### config.mk
export PLATFORM = sky130hd
export DESIGN_NAME = fbpc_ctrl
export DESIGN_NICKNAME = d
export VERILOG_FILES = /design/src/rtl/core/fbpc_pkg.sv /design/src/rtl/core/fbpc_ctrl.sv
export SDC_FILE = /design/constraint.sdc
export NUM_CORES = 1
export LEC_CHECK = 0
export ABC_CLOCK_PERIOD_IN_PS = 2400
export BUFFER_PORTS_ARGS = -buffer_cell sky130_fd_sc_hd__buf_2
export CELL_PAD_IN_SITES_DETAIL_PLACEMENT = 1
export CELL_PAD_IN_SITES_GLOBAL_PLACEMENT = 1
export CORE_ASPECT_RATIO = 0.5
export CORE_UTILIZATION = 42
export DETAILED_ROUTE_END_ITERATION = 10
export PLACE_DENSITY = 0.77
export SYNTH_ARGS = -nofsm -noshare
export SYNTH_HDL_FRONTEND = slang
export SYNTH_SLANG_ARGS = --single-unit
### constraint.sdc
create_clock -name clk_i -period 2.4 [get_ports clk_i]
set_clock_uncertainty 0.05 [all_clocks]
set_input_delay 0.36 -clock clk_i [delete_from_list [all_inputs] [get_ports clk_i]]
set_output_delay 0.36 -clock clk_i [all_outputs]
set_load 0.02 [all_outputs]
### src/rtl/core/fbpc_pkg.sv
package fbpc_pkg;

  localparam int unsigned NumFracturesDef = 64;

  localparam logic [43:0] PermFracHigh = 44'd167772160000;
  localparam logic [43:0] PermFracLow  = 44'd1678;
  localparam logic [43:0] PermMatrixRst = 44'd16777216;

  localparam logic [2:0] CfgFracCount  = 3'd0;
  localparam logic [2:0] CfgMatrixPerm = 3'd1;
  localparam logic [2:0] CfgHighPerm   = 3'd2;
  localparam logic [2:0] CfgFracPor    = 3'd3;
  localparam logic [2:0] CfgMatrixPor  = 3'd4;

  localparam logic FuncLoad  = 1'b0;
  localparam logic FuncQuery = 1'b1;

  localparam int unsigned NumRegions = 22;

  typedef struct packed {
    logic               func;
    logic        [7:0]  row_index;
    logic signed [31:0] normal_x;
    logic signed [31:0] normal_y;
    logic signed [31:0] normal_z;
    logic signed [31:0] plane_offset;
    logic        [30:0] extent;
    logic signed [31:0] point_x;
    logic signed [31:0] point_y;
    logic signed [31:0] point_z;
  } fbpc_in_t;

  typedef struct packed {
    logic signed [5:0]  region_id;
    logic        [6:0]  fracture_hits;
    logic               in_fracture;
    logic        [16:0] porosity;
    logic        [43:0] permeability;
    logic               error_flag;
  } fbpc_out_t;

  // Controller to datapath commands.
  typedef struct packed {
    logic load_row;
    logic latch_point;
    logic read_row;
    logic clear_acc;
    logic emit;
  } fbpc_cmd_t;

  // Region bounds in eighths: min x,y,z then max x,y,z.
  function automatic logic [3:0] region_bound(input int unsigned r, input int unsigned k);
    logic [3:0] b [22][6];
    b[0]  = '{0,0,0,4,4,4}; b[1]  = '{4,0,0,8,4,4}; b[2]  = '{0,4,0,4,8,4};
    b[3]  = '{4,4,0,8,8,4}; b[4]  = '{0,0,4,4,4,8}; b[5]  = '{4,0,4,8,4,8};
    b[6]  = '{0,4,4,4,8,8}; b[7]  = '{6,6,6,8,8,8}; b[8]  = '{6,4,6,8,6,8};
    b[9]  = '{4,6,6,6,8,8}; b[10] = '{4,4,6,6,6,8}; b[11] = '{6,6,4,8,8,6};
    b[12] = '{6,4,4,8,6,6}; b[13] = '{4,6,4,6,8,6}; b[14] = '{4,4,4,5,5,5};
    b[15] = '{5,4,4,6,5,5}; b[16] = '{4,5,4,5,6,5}; b[17] = '{5,5,4,6,6,5};
    b[18] = '{4,4,5,5,5,6}; b[19] = '{5,4,5,6,5,6}; b[20] = '{4,5,5,5,6,6};
    b[21] = '{5,5,5,6,6,6};
    return b[r][k];
  endfunction

endpackage

### src/rtl/core/fbpc_ctrl.sv
module fbpc_ctrl
  import fbpc_pkg::*;
#(
  parameter int unsigned NumFractures = NumFracturesDef,
  localparam int unsigned RowW = $clog2(3 * NumFractures)
) (
  input  logic            clk_i,
  input  logic            rst_ni,
  input  logic            start_i,
  input  logic            func_i,
  input  logic [6:0]      frac_count_i,
  output logic            busy_o,
  output logic [RowW-1:0] rd_row_o,
  output fbpc_cmd_t       cmd_o
);

  typedef enum logic [2:0] {
    StIdle, StRead, StMul, StSum, StLast, StEmit
  } state_e;

  localparam int unsigned Rows = 3 * NumFractures;
  localparam int unsigned CntW = $clog2(Rows + 1);

  state_e          state_q, state_d;
  logic [CntW-1:0] row_q, row_d;
  logic [CntW-1:0] limit_q;
  logic [CntW-1:0] limit_d;
  logic [CntW+1:0] lim_w;
  fbpc_cmd_t       cmd_q, cmd_d;

  always_comb begin
    lim_w = '0;
    if ({25'd0, frac_count_i} > NumFractures) begin
      lim_w = (CntW + 2)'(Rows);
    end else begin
      lim_w = (CntW + 2)'(frac_count_i) * (CntW + 2)'(3);
    end
    limit_d = lim_w[CntW-1:0];
  end

  assign busy_o   = (state_q != StIdle);
  assign rd_row_o = row_q[RowW-1:0];

  // The accepted transaction is captured at the accepting edge itself.
  always_comb begin
    cmd_o             = cmd_q;
    cmd_o.load_row    = (state_q == StIdle) && start_i && (func_i == FuncLoad);
    cmd_o.latch_point = (state_q == StIdle) && start_i && (func_i == FuncQuery);
  end

  // Row pipeline: read (mem latency), multiply, sum, compare.
  always_comb begin
    state_d = state_q;
    row_d   = row_q;
    cmd_d   = '0;
    case (state_q)
      StIdle: begin
        if (start_i && (func_i == FuncQuery)) begin
          cmd_d.clear_acc = 1'b1;
          row_d   = '0;
          state_d = (limit_d == '0) ? StLast : StRead;
        end
      end
      StRead: begin
        cmd_d.read_row = 1'b1;
        row_d = row_q + 1'b1;
        if (row_d == limit_q) begin
          state_d = StMul;
        end
      end
      StMul: state_d = StSum;
      StSum: state_d = StLast;
      StLast: state_d = StEmit;
      StEmit: begin
        cmd_d.emit = 1'b1;
        state_d = StIdle;
      end
      default: state_d = StIdle;
    endcase
  end

  always_ff @(posedge clk_i or negedge rst_ni) begin
    if (!rst_ni) begin
      state_q <= StIdle;
      row_q   <= '0;
      limit_q <= '0;
      cmd_q   <= '0;
    end else begin
      state_q <= state_d;
      row_q   <= row_d;
      cmd_q   <= cmd_d;
      if ((state_q == StIdle) && start_i && (func_i == FuncQuery)) begin
        limit_q <= limit_d;
      end
    end
  end

endmodule

==> flow_summary.toml <==
[global_route]
grt_overflow_total = 0
antenna_found_initial = 0
first_global_vias = 1410
grt_start_max_net_pins = 23
grt_util_all_layers = 0.224
grt_first_pass_wirelength_mm = 6.71

[synthesis]
yosys-top-cells-count = "dfrtp_1, nand2_1, o21ai_0"
synth-edff-count = 0
synth.most_common_cell = "dfrtp_1"
syn_nets = 204
synth-seq-cells = 22
seq_area_frac_synth = 0.348
synth.top_cell.area_share = 0.348
synth.area.top_cells = "dfrtp_1, ha_1, o21ai_0"
avgSynthCellArea_um2 = 8.70
synth_cell_types = 44
netlist_area_um2 = 1580
yosys_warnings = 0
syn-instance-count = 182
synthFlopType = "dfrtp_1"
synth_top_area_cell = "dfrtp_1"
async_flop_share = 1.00

[drt]
drt_first_pass_iters = 4
ant_nets = 0
vias = 1447
viasPerCell = 5.46
drc = 0
routed_wirelength_mm = 4.03
wl_per_cell_um = 15.2
drt-initial-drc-count = 45

[layout]
num-nets-final = 237
final_core_util = 0.542
syn_to_final_growth_pct = 20.0
design_area_um2 = 1900
diodes = 0
nFillCells = 430
drive_gt1_frac = 0.220

[sta]
min_period_ns = 2.22
setup_tns_ns = 0
fin_hold_ws_ns = 0.00500
maxSlewViolCount = 0
slew_headroom = 0.564
worst_slew_pin_slew_ns = 0.644
worst_slack_ns = 0.177
fmax_ghz = 0.450
period_share = 0.926
finalSetupViolCount = 0
hold_viol_final = 0

[floorplan]
die_w_um = 88.9
die-area_um2 = 4040
die_h_um = 45.4
io_pins = 25
num_rows = 15
coreArea_um2 = 3510
initial_core_util = 0.451

[placed_design]
place_ws_ns = -0.126
dp_hpwl_mm = 3.09
place_congestion = 0.764
io_buffers = 24
placed_cell_area_um2 = 1820

[setup_path]
cp-end-kind = "register"
startpoint = "frac_count_i[1]"
start_kind = "input pin"
cp_slowest_stage_delay_ns = 0.51
rrSetupSlack_ns = 0.26
crit_slowest_cell = "or4_4"
crit_fanout = 3
r2r_end = "state_q[0]"
r2r-start = "rd_row_o[1]"
crit_required_ns = 2.49
path_cells = "buf_2 -> ha_1 -> inv_1 -> fa_1 -> nand2b_1 -> a21oi_2 -> xor2_1 -> or4_4 -> nor4_4 -> o211ai_1"
arrival_ns = 2.32
rr_worst_depth = 7
worstSetupPathType = "in2reg"

[clocking]
clk_path_buf_depth = 2
cts_root_buffer = "clkbuf_8"
hold_buffers = 0
cts_tree = "built"
insertion_delay_ns = 0.26
htree_num_levels = 1
numCtsBuffers = 3
cts_sinks = 22
path_clk_slew_ns = 0.08

[pwr]
p_per_area_nw_per_um2 = 1100
ir_drop_uv = 319
leakage_nw = 0.918

[run_status]
status = "finished, final reports clean"

[min_path]
min_path_type = "in2async"

[flow_run]
cap_violations = 0
power breakdown:
part | leakage, nW | total, mW | switching (mW) | internal [mW]
clock | 0.0357 | 0.345 | 0.122 | 0.223
sequential | 0.287 | 0.684 | 0.174 | 0.510
combinational | 0.595 | 1.06 | 0.618 | 0.442
registers in the layout (all words and copies together), names as in the netlist:
| signal | flops |
|---|---|
| cmd_o | 3 |
| limit_q | 8 |
| rd_row_o | 8 |
| state_q | 3 |
cells by family after synthesis:
family | count (synthesis) | share of synthesized area
adders and majority gates | 11 | 0.0916
DFF | 22 | 0.348
and+or+nand+nor | 75 | 0.255
xor gates and xnor gates | 9 | 0.0498
buffers and inverters | 20 | 0.0521
muxes | 2 | 0.0142
AOI/OAI and AO/OA | 43 | 0.190
repair_timing:
item,4_1_cts,5_1_grt
buffers inserted,0,0
gates resized for setup,0,3
setup endpoints to repair,0,1
worst max-delay path, delay by kind of cell:
kind | cells | cell delay, ns
buffers and inverters | 2 | 0.17
adder cells (fa/ha/maj) | 2 | 0.56
AND/OR/NAND/NOR | 3 | 0.87
XOR/XNOR | 1 | 0.09
AO/OA/AOI/OAI | 2 | 0.28
layer usage:
layer,vias up,track usage,share of wire
li1,714,-,-
met1,704,0.300,0.50
met5,-,0,0
met2,25,0.383,0.46
met3,4,0.0453,0.027
met4,0,0.0516,0.0084
worst max path at each step:
stage                      end  slack (ns)  depth (start not counted)
floorplan           state_q[0]        0.11                          9
global placement    state_q[0]       -0.03                         10
detailed placement  state_q[0]       -0.13                         10
CTS                 state_q[0]        0.16                         10
global route        state_q[0]      -0.002                         10
finish              state_q[0]        0.18                         10
stage by stage:
stage	std cells	total power [mW]
after floorplan	182	1.37
after global routing	265	2.25
after detailed placement	261	1.74
after global placement	261	1.69
after CTS	265	2.09
final	265	2.09
cells in the final DEF, fill, tap and decap left out, types with 2 or more instances in the layout:
cell / n
or3_1: 2
and2_1: 5
buf_2: 24
nor4_1: 2
a22o_1: 3
a21o_1: 3
o41ai_1: 2
nand2b_1: 6
nor2_1: 10
o31ai_1: 4
nand3_1: 7
inv_1: 13
nand4_1: 4
xor2_1: 5
nor3b_1: 5
and3_1: 2
nand2_1: 21
ha_1: 10
o21ai_0: 16
a31oi_1: 2
dfrtp_1: 22
mux2_2: 2
buf_4: 11
nor2b_1: 4
a21oi_1: 2
xnor2_1: 4
o211ai_1: 2
clkbuf_8: 3
layout make-up:
type | instances | area [um^2] | share of cell area
Multi-Input combinational cell | 140 | 963 | 0.507
Sequential cell | 22 | 551 | 0.290
Timing Repair Buffer | 35 | 203 | 0.107
Tap cell | 51 | 63.8 | 0.0336
Inverter | 13 | 48.8 | 0.0257
Clock buffer | 3 | 41.3 | 0.0217
Clock inverter | 1 | 30.0 | 0.0158
Note: power is estimated with default switching activity, not from simulation.
